## config.mk

```make
export PLATFORM = sky130hd
export DESIGN_NAME = voice_allocator_oldest_steal_top
export DESIGN_NICKNAME = d
export VERILOG_FILES = /design/src/design/vas_pkg.sv /design/src/design/vas_table.sv /design/src/design/vas_ctrl.sv /design/src/design/voice_allocator_oldest_steal_top.sv
export VERILOG_INCLUDE_DIRS = /design/src /design/src/design
export SDC_FILE = /design/constraint.sdc
export NUM_CORES = 2
export LEC_CHECK = 0
export ABC_CLOCK_PERIOD_IN_PS = 9050
export BUFFER_PORTS_ARGS = -buffer_cell sky130_fd_sc_hd__buf_2
export CAP_MARGIN = 20
export CORE_ASPECT_RATIO = 0.7
export CORE_MARGIN = 2
export CORE_UTILIZATION = 35
export CTS_BUF_LIST = sky130_fd_sc_hd__clkbuf_2 sky130_fd_sc_hd__clkbuf_4 sky130_fd_sc_hd__clkbuf_8
export CTS_CLUSTER_SIZE = 20
export DETAILED_ROUTE_END_ITERATION = 8
export RECOVER_POWER = 25
export SYNTH_ARGS = -nofsm -noshare
export SYNTH_HDL_FRONTEND = slang
export SYNTH_HIERARCHICAL = 1
export SYNTH_SLANG_ARGS = --single-unit
```

## constraint.sdc

```tcl
create_clock -name clk -period 9.05 [get_ports clk]
set_input_delay 1.81 -clock clk [delete_from_list [all_inputs] [get_ports clk]]
set_output_delay 1.81 -clock clk [all_outputs]
set_load 0.05 [all_outputs]
```

## src/design/voice_allocator_oldest_steal_top_macros.svh

```systemverilog
// Assertion helpers for the voice allocator controller (vas_ctrl).
// Each expects clk and rst_n in scope.
`ifndef VOICE_ALLOCATOR_OLDEST_STEAL_TOP_MACROS_SVH
`define VOICE_ALLOCATOR_OLDEST_STEAL_TOP_MACROS_SVH

// Same-cycle implication.
`define VAS_ASSERT_NOW(lbl, ante, cons, msg) \
  lbl: assert property (@(posedge clk) disable iff (!rst_n) (ante) |-> (cons)) \
    else $error(msg);

// Next-cycle implication.
`define VAS_ASSERT_NEXT(lbl, ante, cons, msg) \
  lbl: assert property (@(posedge clk) disable iff (!rst_n) (ante) |=> (cons)) \
    else $error(msg);

`endif

```

## src/design/vas_pkg.sv

```systemverilog
package vas_pkg;

  localparam int TIME_W = 48;

  localparam logic [2:0] REQ_BLOCK = 3'd0;
  localparam logic [2:0] REQ_ON    = 3'd1;
  localparam logic [2:0] REQ_OFF   = 3'd2;
  localparam logic [2:0] REQ_CUT   = 3'd3;
  localparam logic [2:0] REQ_FIN   = 3'd4;

  localparam logic [1:0] STG_UNUSED    = 2'd0;
  localparam logic [1:0] STG_ACTIVE    = 2'd1;
  localparam logic [1:0] STG_RELEASING = 2'd2;
  localparam logic [1:0] STG_FINISHING = 2'd3;

  localparam logic signed [31:0] ID_NONE = -32'sd1;

  typedef struct packed {
    logic [2:0]         req_type;
    logic [11:0]        frame;
    logic [12:0]        block_frames;
    logic signed [31:0] note_id;
    logic [6:0]         note_key;
    logic [3:0]         note_channel;
    logic [4:0]         voice_index;
  } in_t;

  typedef struct packed {
    logic [4:0]  assigned_voice;
    logic        was_stolen;
    logic [31:0] changed_mask;
    logic [5:0]  active_count;
    logic        no_match;
  } out_t;

  typedef struct packed {
    logic [1:0]         stage;
    logic [TIME_W-1:0]  start_time;
    logic signed [31:0] note_id;
    logic [6:0]         key;
    logic [3:0]         channel;
  } entry_t;

  localparam entry_t RESET_ENTRY = '{
    stage:      STG_UNUSED,
    start_time: '0,
    note_id:    ID_NONE,
    key:        '0,
    channel:    '0
  };

  // Item as handed from the front end to the scan controller.
  typedef struct packed {
    logic [2:0]         req_type;
    logic [TIME_W-1:0]  ev_time;
    logic signed [31:0] note_id;
    logic [6:0]         note_key;
    logic [3:0]         note_channel;
    logic [4:0]         voice_index;
  } job_t;

  // Table command from controller to voice table.
  typedef struct packed {
    logic   wr_en;
    logic   free_en;
    entry_t wr_data;
  } tcmd_t;

endpackage

```

## src/design/vas_table.sv

```systemverilog
module vas_table #(
  parameter int VOICES = 32,
  parameter int IDX_W  = 5
) (
  input  logic                clk,
  input  logic                rst_n,
  input  logic [IDX_W-1:0]    rd_addr,
  output vas_pkg::entry_t     rd_data,
  input  logic [IDX_W-1:0]    cmd_addr,
  input  vas_pkg::tcmd_t      cmd
);

  vas_pkg::entry_t mem_r [VOICES];
  logic [VOICES-1:0] valid_r;
  vas_pkg::entry_t rd_q_r;
  logic rd_v_r;

  always_ff @(posedge clk) begin
    if (cmd.wr_en) begin
      mem_r[cmd_addr] <= cmd.wr_data;
    end
    rd_q_r <= mem_r[rd_addr];
    rd_v_r <= valid_r[rd_addr];
  end

  // A freed or never-written entry reads back as the reset voice.
  always_ff @(posedge clk) begin
    if (!rst_n) begin
      valid_r <= '0;
    end else if (cmd.wr_en) begin
      valid_r[cmd_addr] <= 1'b1;
    end else if (cmd.free_en) begin
      valid_r[cmd_addr] <= 1'b0;
    end
  end

  assign rd_data = rd_v_r ? rd_q_r : vas_pkg::RESET_ENTRY;

endmodule

```

## src/design/vas_ctrl.sv

```systemverilog
`include "voice_allocator_oldest_steal_top_macros.svh"

module vas_ctrl #(
  parameter int VOICES = 32,
  parameter int IDX_W  = 5
) (
  input  logic                clk,
  input  logic                rst_n,
  input  logic                start,
  input  vas_pkg::job_t       job,
  output logic                busy,
  output logic                res_done,
  input  logic                res_load,
  output vas_pkg::out_t       res,
  output logic [IDX_W-1:0]    rd_addr,
  input  vas_pkg::entry_t     rd_data,
  output logic [IDX_W-1:0]    cmd_addr,
  output vas_pkg::tcmd_t      tcmd
);

  localparam int CNT_W = $clog2(VOICES + 1);

  localparam logic [1:0] S_IDLE = 2'd0;
  localparam logic [1:0] S_SCAN = 2'd1;
  localparam logic [1:0] S_DONE = 2'd2;

  logic [1:0] state_r, state_nxt;
  logic [CNT_W-1:0] cnt_r, cnt_nxt;
  logic pvld_r;
  logic [IDX_W-1:0] pidx_r;
  vas_pkg::job_t job_r;

  logic found_r, found_nxt;
  logic [IDX_W-1:0] slot_r, slot_nxt;
  logic [IDX_W-1:0] min_slot_r, min_slot_nxt;
  logic [vas_pkg::TIME_W-1:0] min_time_r, min_time_nxt;
  logic [31:0] mask_r, mask_nxt;
  logic [5:0] count_r, count_nxt;
  logic any_r, any_nxt;

  logic issue;
  logic [6:0] pidx_x;
  logic [31:0] pbit;
  logic id_hit;
  logic is_live;
  logic [IDX_W-1:0] take_slot;

  assign issue     = (state_r == S_SCAN) && (cnt_r < CNT_W'(VOICES));
  assign rd_addr   = issue ? cnt_r[IDX_W-1:0] : '0;
  assign pidx_x    = 7'(pidx_r);
  assign pbit      = (pidx_x < 7'd32) ? (32'd1 << pidx_x[4:0]) : 32'd0;
  assign take_slot = found_r ? slot_r : min_slot_r;
  assign cmd_addr  = (state_r == S_DONE) ? take_slot : pidx_r;
  assign is_live   = (rd_data.stage == vas_pkg::STG_ACTIVE) ||
                     (rd_data.stage == vas_pkg::STG_RELEASING);
  assign id_hit    = (job_r.note_id != vas_pkg::ID_NONE) ?
                     (rd_data.note_id == job_r.note_id) :
                     ((rd_data.key == job_r.note_key) &&
                      (rd_data.channel == job_r.note_channel));

  always_comb begin
    state_nxt    = state_r;
    cnt_nxt      = cnt_r;
    found_nxt    = found_r;
    slot_nxt     = slot_r;
    min_slot_nxt = min_slot_r;
    min_time_nxt = min_time_r;
    mask_nxt     = mask_r;
    count_nxt    = count_r;
    any_nxt      = any_r;
    tcmd.wr_en   = 1'b0;
    tcmd.free_en = 1'b0;
    tcmd.wr_data = rd_data;

    unique case (state_r)
      S_IDLE: begin
        if (start) begin
          state_nxt = S_SCAN;
          cnt_nxt   = '0;
          found_nxt = 1'b0;
          mask_nxt  = '0;
          count_nxt = '0;
          any_nxt   = 1'b0;
        end
      end
      S_SCAN: begin
        if (issue) begin
          cnt_nxt = cnt_r + CNT_W'(1);
        end else begin
          state_nxt = S_DONE;
        end
        // Work on the entry whose read was issued last cycle.
        if (pvld_r) begin
          case (job_r.req_type) inside
            vas_pkg::REQ_BLOCK: begin
              if (is_live) begin
                if (count_r != 6'd63) begin
                  count_nxt = count_r + 6'd1;
                end
              end else if (rd_data.stage == vas_pkg::STG_FINISHING) begin
                tcmd.free_en = 1'b1;
                mask_nxt     = mask_r | pbit;
              end
            end
            vas_pkg::REQ_ON: begin
              if (!found_r && rd_data.stage == vas_pkg::STG_UNUSED) begin
                found_nxt = 1'b1;
                slot_nxt  = pidx_r;
              end
              // Oldest start time wins; strict compare keeps the first on ties.
              if (pidx_r == '0 || rd_data.start_time < min_time_r) begin
                min_time_nxt = rd_data.start_time;
                min_slot_nxt = pidx_r;
              end
            end
            vas_pkg::REQ_OFF, vas_pkg::REQ_CUT: begin
              if (rd_data.stage == vas_pkg::STG_ACTIVE &&
                  rd_data.start_time < job_r.ev_time && id_hit) begin
                tcmd.wr_en         = 1'b1;
                tcmd.wr_data.stage = (job_r.req_type == vas_pkg::REQ_CUT) ?
                                     vas_pkg::STG_FINISHING : vas_pkg::STG_RELEASING;
                mask_nxt           = mask_r | pbit;
                any_nxt            = 1'b1;
              end
            end
            vas_pkg::REQ_FIN: begin
              if (pidx_x == 7'(job_r.voice_index) && is_live) begin
                tcmd.wr_en         = 1'b1;
                tcmd.wr_data.stage = vas_pkg::STG_FINISHING;
                mask_nxt           = mask_r | pbit;
              end
            end
            default: ;
          endcase
        end
      end
      S_DONE: begin
        // Place the new note; repeating the write while held is harmless.
        if (job_r.req_type == vas_pkg::REQ_ON) begin
          tcmd.wr_en                = 1'b1;
          tcmd.wr_data.stage        = vas_pkg::STG_ACTIVE;
          tcmd.wr_data.start_time   = job_r.ev_time;
          tcmd.wr_data.note_id      = job_r.note_id;
          tcmd.wr_data.key          = job_r.note_key;
          tcmd.wr_data.channel      = job_r.note_channel;
        end
        if (res_load) begin
          state_nxt = S_IDLE;
        end
      end
      default: state_nxt = S_IDLE;
    endcase
  end

  always_ff @(posedge clk) begin
    if (!rst_n) begin
      state_r <= S_IDLE;
      cnt_r   <= '0;
      pvld_r  <= 1'b0;
    end else begin
      state_r <= state_nxt;
      cnt_r   <= cnt_nxt;
      pvld_r  <= issue;
    end
  end

  always_ff @(posedge clk) begin
    pidx_r     <= cnt_r[IDX_W-1:0];
    found_r    <= found_nxt;
    slot_r     <= slot_nxt;
    min_slot_r <= min_slot_nxt;
    min_time_r <= min_time_nxt;
    mask_r     <= mask_nxt;
    count_r    <= count_nxt;
    any_r      <= any_nxt;
    if (start && state_r == S_IDLE) begin
      job_r <= job;
    end
  end

  assign busy     = (state_r != S_IDLE);
  assign res_done = (state_r == S_DONE);

  always_comb begin
    res.assigned_voice = (job_r.req_type == vas_pkg::REQ_ON) ? 5'(take_slot) : 5'd0;
    res.was_stolen     = (job_r.req_type == vas_pkg::REQ_ON) && !found_r;
    res.changed_mask   = mask_r;
    res.active_count   = count_r;
    res.no_match       = ((job_r.req_type == vas_pkg::REQ_OFF) ||
                          (job_r.req_type == vas_pkg::REQ_CUT)) && !any_r;
  end

  `VAS_ASSERT_NOW(a_start_when_idle, start, state_r == S_IDLE, "item started while busy")
  `VAS_ASSERT_NOW(a_wr_free_excl, tcmd.wr_en, !tcmd.free_en, "write and free together")
  `VAS_ASSERT_NOW(a_idle_quiet, state_r == S_IDLE, !pvld_r && !tcmd.wr_en, "table busy in idle")
  `VAS_ASSERT_NEXT(a_scan_bound, state_r == S_SCAN && !issue, state_r == S_DONE, "scan overran")

endmodule

```

## src/design/voice_allocator_oldest_steal_top.sv

```systemverilog
// After an input transfer the controller sweeps every voice table entry, and
// out_valid rises when the result enters the output register. A new item is taken
// only after the last, as the table's single read port is swept once per item.
// in_stall is high from the transfer until the result enters the output register.
// Reset (rst_n low, synchronous) empties the table and clears stream time at once.
module voice_allocator_oldest_steal_top #(
  parameter int VOICES    = 32,
  parameter int MAX_BLOCK = 4096
) (
  input  logic           clk,
  input  logic           rst_n,
  input  logic           in_valid,
  output logic           in_stall,
  input  vas_pkg::in_t   in_data,
  output logic           out_valid,
  input  logic           out_stall,
  output vas_pkg::out_t  out_data
);

  localparam int IDX_W = (VOICES > 1) ? $clog2(VOICES) : 1;
  localparam logic [31:0] MAX_BLOCK_V = 32'(MAX_BLOCK);

  logic busy;
  logic in_acc;
  logic [vas_pkg::TIME_W-1:0] stream_time_r, stream_time_nxt;
  logic [12:0] blk_len_r, blk_len_nxt;
  vas_pkg::job_t job;
  logic res_done, res_load;
  vas_pkg::out_t res;
  logic out_valid_r, out_valid_nxt;
  vas_pkg::out_t out_data_r;

  logic [IDX_W-1:0] rd_addr, cmd_addr;
  vas_pkg::entry_t rd_data;
  vas_pkg::tcmd_t tcmd;

  assign in_stall = busy;
  assign in_acc   = in_valid && !busy;

  always_comb begin
    job.req_type     = in_data.req_type;
    job.ev_time      = stream_time_r + vas_pkg::TIME_W'(in_data.frame);
    job.note_id      = in_data.note_id;
    job.note_key     = in_data.note_key;
    job.note_channel = in_data.note_channel;
    job.voice_index  = in_data.voice_index;
  end

  always_comb begin
    stream_time_nxt = stream_time_r;
    blk_len_nxt     = blk_len_r;
    if (in_acc && in_data.req_type == vas_pkg::REQ_BLOCK) begin
      stream_time_nxt = stream_time_r + vas_pkg::TIME_W'(blk_len_r);
      blk_len_nxt     = (32'(in_data.block_frames) > MAX_BLOCK_V) ?
                        13'(MAX_BLOCK_V) : in_data.block_frames;
    end
  end

  // Output register: take the result when empty or being drained.
  assign res_load = res_done && (!out_valid_r || !out_stall);

  always_comb begin
    out_valid_nxt = out_valid_r;
    if (res_load) begin
      out_valid_nxt = 1'b1;
    end else if (!out_stall) begin
      out_valid_nxt = 1'b0;
    end
  end

  always_ff @(posedge clk) begin
    if (!rst_n) begin
      stream_time_r <= '0;
      blk_len_r     <= '0;
      out_valid_r   <= 1'b0;
    end else begin
      stream_time_r <= stream_time_nxt;
      blk_len_r     <= blk_len_nxt;
      out_valid_r   <= out_valid_nxt;
    end
  end

  always_ff @(posedge clk) begin
    if (res_load) begin
      out_data_r <= res;
    end
  end

  assign out_valid = out_valid_r;
  assign out_data  = out_data_r;

  vas_ctrl #(
    .VOICES (VOICES),
    .IDX_W  (IDX_W)
  ) u_ctrl (
    .clk      (clk),
    .rst_n    (rst_n),
    .start    (in_acc),
    .job      (job),
    .busy     (busy),
    .res_done (res_done),
    .res_load (res_load),
    .res      (res),
    .rd_addr  (rd_addr),
    .rd_data  (rd_data),
    .cmd_addr (cmd_addr),
    .tcmd     (tcmd)
  );

  vas_table #(
    .VOICES (VOICES),
    .IDX_W  (IDX_W)
  ) u_table (
    .clk      (clk),
    .rst_n    (rst_n),
    .rd_addr  (rd_addr),
    .rd_data  (rd_data),
    .cmd_addr (cmd_addr),
    .cmd      (tcmd)
  );

endmodule
```

# --- Word-level counts from Yosys, hierarchy flattened ---
# Memories as Yosys holds them, arrays and structs flattened. A register that Yosys moved wholly into a read port is not among the register bits.
# Cells that the tools add are included.
op_classes:
  mul: 0
  div_mod_pow: 0
  muxes: 75
  bitwise_logic: 5
  eq_ne: 36
  n_lt_le_gt_ge: 8
  add_sub_neg: 4
  n_shift: 1
  reduce_logical: 39
ops:
  columns: ["op", "count"]
  rows:
  - ["two-way mux 32 bit", 13]
  - ["two-way mux 93 bit", 2]
  - ["less-than comparator 48 bit", 2]
  - ["two-way mux 91 bit", 1]
  - ["bitwise OR 32 bit", 2]
  - ["one-hot mux 32 bit (2 select lines)", 1]
  - ["adder 48 x 12 -> 48 bit", 1]
  - ["adder 48 x 13 -> 48 bit", 1]
  - ["two-way mux 6 bit", 6]
  - ["AND 32 bit", 1]
  - ["== test 32 bit", 1]
  - ["inequality test 32 x 1 -> 1 bit, second input constant", 1]
  - ["inverter 32 bit", 1]
  - ["left shift 1 x 5 -> 32 bit, first input constant", 1]
  - ["two-way mux 1 bit", 29]
  - ["one-hot mux 6 bit (2 select lines)", 2]
  - ["inequality test 2 bit, second input constant", 10]
  - ["less-than comparator 5 x 6 -> 1 bit, second input constant", 3]
  - ["two-way mux 2 bit", 9]
  - ["two-way mux 5 bit", 3]
  - ["greater-than comparator 13 bit, second input constant", 1]
  - ["logical AND 1 bit", 13]
  - ["two-way mux 13 bit", 1]
  - ["adder 6 x 1 -> 6 bit, second input constant", 2]
  - ["33 further kinds", 61]
totals:
  latch_bits: 0
  output_inout_bits: 47
  input_bits: 80
  mem_count: 1
  rom_bits: 0
  wordCells: 196
  ramBits: 2976
  ff_bits: 351
memory_table:
  columns: ["name", "depth", "width", "read_ports", "rd_ports_with_merged_regs", "wr", "line", "text"]
  rows:
  - ["u_table.mem_r", 32, 93, 1, 1, 1, "vas_table.sv:13", "vas_pkg::entry_t mem_r [VOICES];"]

# --- Logic depth before layout (Yosys ltp) ---
logic_depth:
  word_depth: 13
  ltp_mapped: 15
  mapped_depth_nobuf: 12

# --- By module ---
# Netlist, hierarchy kept.
modules_own_cells:
  columns: ["module", "seq_area_each_um2", "instances", "cells_per_inst", "area_each_um2"]
  rows:
  - ["vas_table", 91888.1, 1, 5731, 116955.9]
  - ["vas_ctrl", 6195.9, 1, 1092, 11527.3]
  - ["voice_allocator_oldest_steal_top", 2592.5, 1, 597, 5886.9]

# --- Worst setup path before layout ---
# Ideal clock, no wire load.
synth_path:
  path_type: "reg-to-reg"
  startpoint: "register u_table.rd_v_r"
  endpoint: "memory u_table/mem_r[28][0] (netlist bit), enable pin"
  setup_time_ns: 0.547
  slack_ns: 1.299
  arrival_ns: 7.204
  t_required_ns: 8.503
  period_less_slack_ns: 7.751
  n_path_buf: 3
  path_stages_with_launch: 14
  cell_sequence: "dfxtp_1 > clkbuf_1 > clkbuf_1 > and2_1 > ha_1 > a2111oi_0 > nor4_1 > nor4b_1 > a2bb2oi_1 > nand3_4 > a31oi_1 > or3b_2 > clkbuf_1 > nor2_1"
synth_lines:
  columns: ["item", "line", "text"]
  rows:
  - ["start, declared", "vas_table.sv:16", "logic rd_v_r;"]
  - ["start signal, assigned", "vas_table.sv:23", "rd_v_r <= valid_r[rd_addr];"]
  - ["end, declared", "vas_table.sv:13", null]

==> results.cfg <==
[logic_synthesis]
syn-num-nets = 7630
syn_avg_cell_area_um2 = 18.1
yosys_register_bits = 3420
synth_flop_cell = edfxtp_1
synth_simple_gate_area_frac = 0.0443
synth.mux.area_fraction = 0.120
synth_area_mm2 = 0.134
async_reset_ff_frac = 0
synth_top_family_by_area = multiplexers
yosysSeqAreaShare = 0.749
synthCells = 7420
yosysUniqueCellTypes = 76
synth_fa_ha_area_frac = 0.0122
synth_compound_area_frac = 0.0486
synth_xor_area_frac = 0.00821
synth_edf_count = 3218
synth_warnings = 6

[worst_setup_path]
r2r_start = u_ctrl/state_r[0]$_SDFFE_PN0P_
crit_required_ps = 9590
critPathMaxFanout = 55
rrSetupSlack_ps = 1720
crit_type = reg2reg
rr_endpoint = u_table/mem_r[0][88]$_DFFE_PP_
cp-start-kind = flip-flop
cp-end-kind = flip-flop
crit_top_cell = clkbuf_1
crit_family = buffers and inverters
reg2regPathDepth = 6
max_stage_delay_ps = 1730
slowest_stage = nand3_1
path_buf_inv = 3
path_cells = inv_1 > ha_1 > nand3_1 > clkbuf_1 > o21ai_0 > clkbuf_1
cp.arrival_ps = 7880

[die]
core_mm2 = 0.383
die_y_um = 522
die_w_um = 745
io_pins = 127
die_area_mm2 = 0.389
start_util = 0.351
rows = 190

[clock_tree]
h-tree-depth = 6
clock_latency_ps = 1050
holdBufCountCts = 0
clockBufferDepth = 4
post_cts_buffers = 0
clkTransAtPathRegs_ps = 60
cts.sinks = 3420
cts-root-buf = clkbuf_8
numCtsBuffers = 528
cts_resized = 0
cts_tree = done

[sta]
slew_violations = 1197
fin_hold_ws_ps = 407
finalCritPeriodShare = 0.810
period_minus_slack_ps = 7330
rsz0062_at_grt = false
timing.fmax_ghz = 0.136
fin_setup_tns_ps = 0
slew_headroom = -1.55
setup_viol = 0
hold_viol = 0
tightest_slew_ps = 3820
skew_ps = 70.3

[grt]
grt.overflow.total = 0
antenna_found_initial = 39
grt_first_pass_wirelength_um = 545000
grt_max_degree = 138
grt_usage = 0.196
first_global_vias = 72000

[route]
num_vias = 73400
routed_wl_um = 392000
vias_per_cell = 5.47
drt_iter0_drc = 9637
drc = 0
first_pass_iters = 5
ant_nets = 0
post_drt_wl_per_cell_um = 29.2

[place]
globalplace.congestion = 0.820
portBuffers = 126
hpwl_um = 231000

[finish]
layout_commonest_cell = edfxtp_1
fillers = 34200
drive_above_1_share = 0.188
final_cell_mix = edfxtp_1, mux2i_1, clkbuf_8
syn_to_final_growth_pct = 13.7
seq_area_mm2 = 0.101
multi_input_area_mm2 = 0.0319
final_nets = 8141
finalCoreUtilization = 0.399

[pwr]
power.leakage_nw = 47.6
power_density_mw_per_mm2 = 216
finalPower_mw = 32.9
ir_drop_mv = 0.126

[flow_run]
drv_cap = 34

[min_path]
worstHoldStart = u_ctrl/cnt_r[4]$_SDFFE_PN0P_
hold-path-cell-count = 0
worstHoldEndpoint = u_ctrl/pidx_r[4]$_DFF_P_
hold_class = reg2reg

[status]
outcome = finished, violations left
violations = capacitance limit, slew limit
-- kinds of logic after synthesis --
family / count (synthesis)
buffers and inverters: 507
XOR/XNOR: 126
adder cells (fa/ha/maj): 130
AO/OA/AOI/OAI: 938
AND/OR/NAND/NOR: 1159
flip-flops: 3420
multiplexers: 1140
-- power breakdown --
| group | internal [mW] | switching, mW |
|---|---|---|
| registers | 17.9 | 0.184 |
| clock network | 6.70 | 6.08 |
| logic | 0.554 | 1.56 |
| total | 25.1 | 7.82 |
-- cells in the mapped netlist (8+ instances only) --
cell type,number,area (um2)
inv_1,110,413
buf_1,10,37.5
clkbuf_1,169,634
edfxtp_1,3218,96600
nand2_1,338,1270
a21o_1,32,240
nor4_1,20,125
nand3b_1,16,120
buf_2,153,766
mux4_2,376,8470
dfxtp_1,202,4040
o21a_1,83,623
o21ai_0,89,445
a31oi_1,11,68.8
a211oi_1,8,60.1
and2_1,101,632
a21oi_1,138,691
o211ai_1,9,67.6
nor2b_1,55,344
nand2b_1,45,282
ha_1,128,1600
or3_1,10,62.6
a21boi_0,19,143
nor2_1,101,379
nand4_1,144,901
nor3_1,29,145
xnor2_1,89,780
nand3_1,241,1210
xor2_1,37,324
mux2i_1,764,7650
buf_4,58,435
a22oi_1,503,3780
and3_1,19,119
-- layout make-up --
type | instances | share of cell area
antenna | 25 | 0.000410
clock buffer | 745 | 0.0596
clock inverter | 179 | 0.00717
inverter | 110 | 0.00270
multi-input combinational | 3493 | 0.209
sequential | 3420 | 0.659
tap | 5088 | 0.0417
timing repair buffer | 378 | 0.0207
-- state kept, by name, indices dropped and copies added (netlist names), 5 cells and up, named ones only --
name	cells
u_table/mem_r	2976
u_ctrl/job_r	99
u_table/rd_q_r	93
stream_time_r	48
u_ctrl/min_time_r	48
out_data	45
u_ctrl/mask_r	32
blk_len_r	13
u_ctrl/cnt_r	6
u_ctrl/count_r	6
u_ctrl/min_slot_r	5
u_ctrl/pidx_r	5
u_ctrl/slot_r	5
-- per-stage QoR --
stage	std cells	area, um2	worst slack, ps
2_1_floorplan	7420	134000	1300
3_3_place_gp	12500	143000	2240
3_5_place_dp	12500	143000	2250
4_1_cts	13400	153000	2170
5_1_grt	13400	153000	1260
6_report	13400	153000	1720
-- per-layer routing --
layer | vias up | routed length (um) | GRT usage
li1 | 30900 | - | -
met1 | 38100 | 169000 | 0.286
met2 | 3928 | 167000 | 0.280
met3 | 529 | 47700 | 0.0685
met4 | 12 | 8690 | 0.0480
met5 | - | 64 | 0
-- worst max-delay path by stage --
stage	endpoint	cells after the start	startpoint	slack, ps
4_1_cts	u_table/mem_r[28][47]$_DFFE_PP_	13	u_table/rd_v_r$_DFF_P_	2170
2_1_floorplan	u_table/mem_r[28][0]$_DFFE_PP_	13	u_table/rd_v_r$_DFF_P_	1300
6_report	u_table/mem_r[0][88]$_DFFE_PP_	6	u_ctrl/state_r[0]$_SDFFE_PN0P_	1720
5_1_grt	u_table/mem_r[0][88]$_DFFE_PP_	7	u_ctrl/state_r[0]$_SDFFE_PN0P_	1260
3_5_place_dp	u_table/mem_r[28][52]$_DFFE_PP_	13	u_table/rd_v_r$_DFF_P_	2250
3_3_place_gp	u_table/mem_r[28][48]$_DFFE_PP_	12	u_table/rd_v_r$_DFF_P_	2240
(Power assumes the default switching activity.)
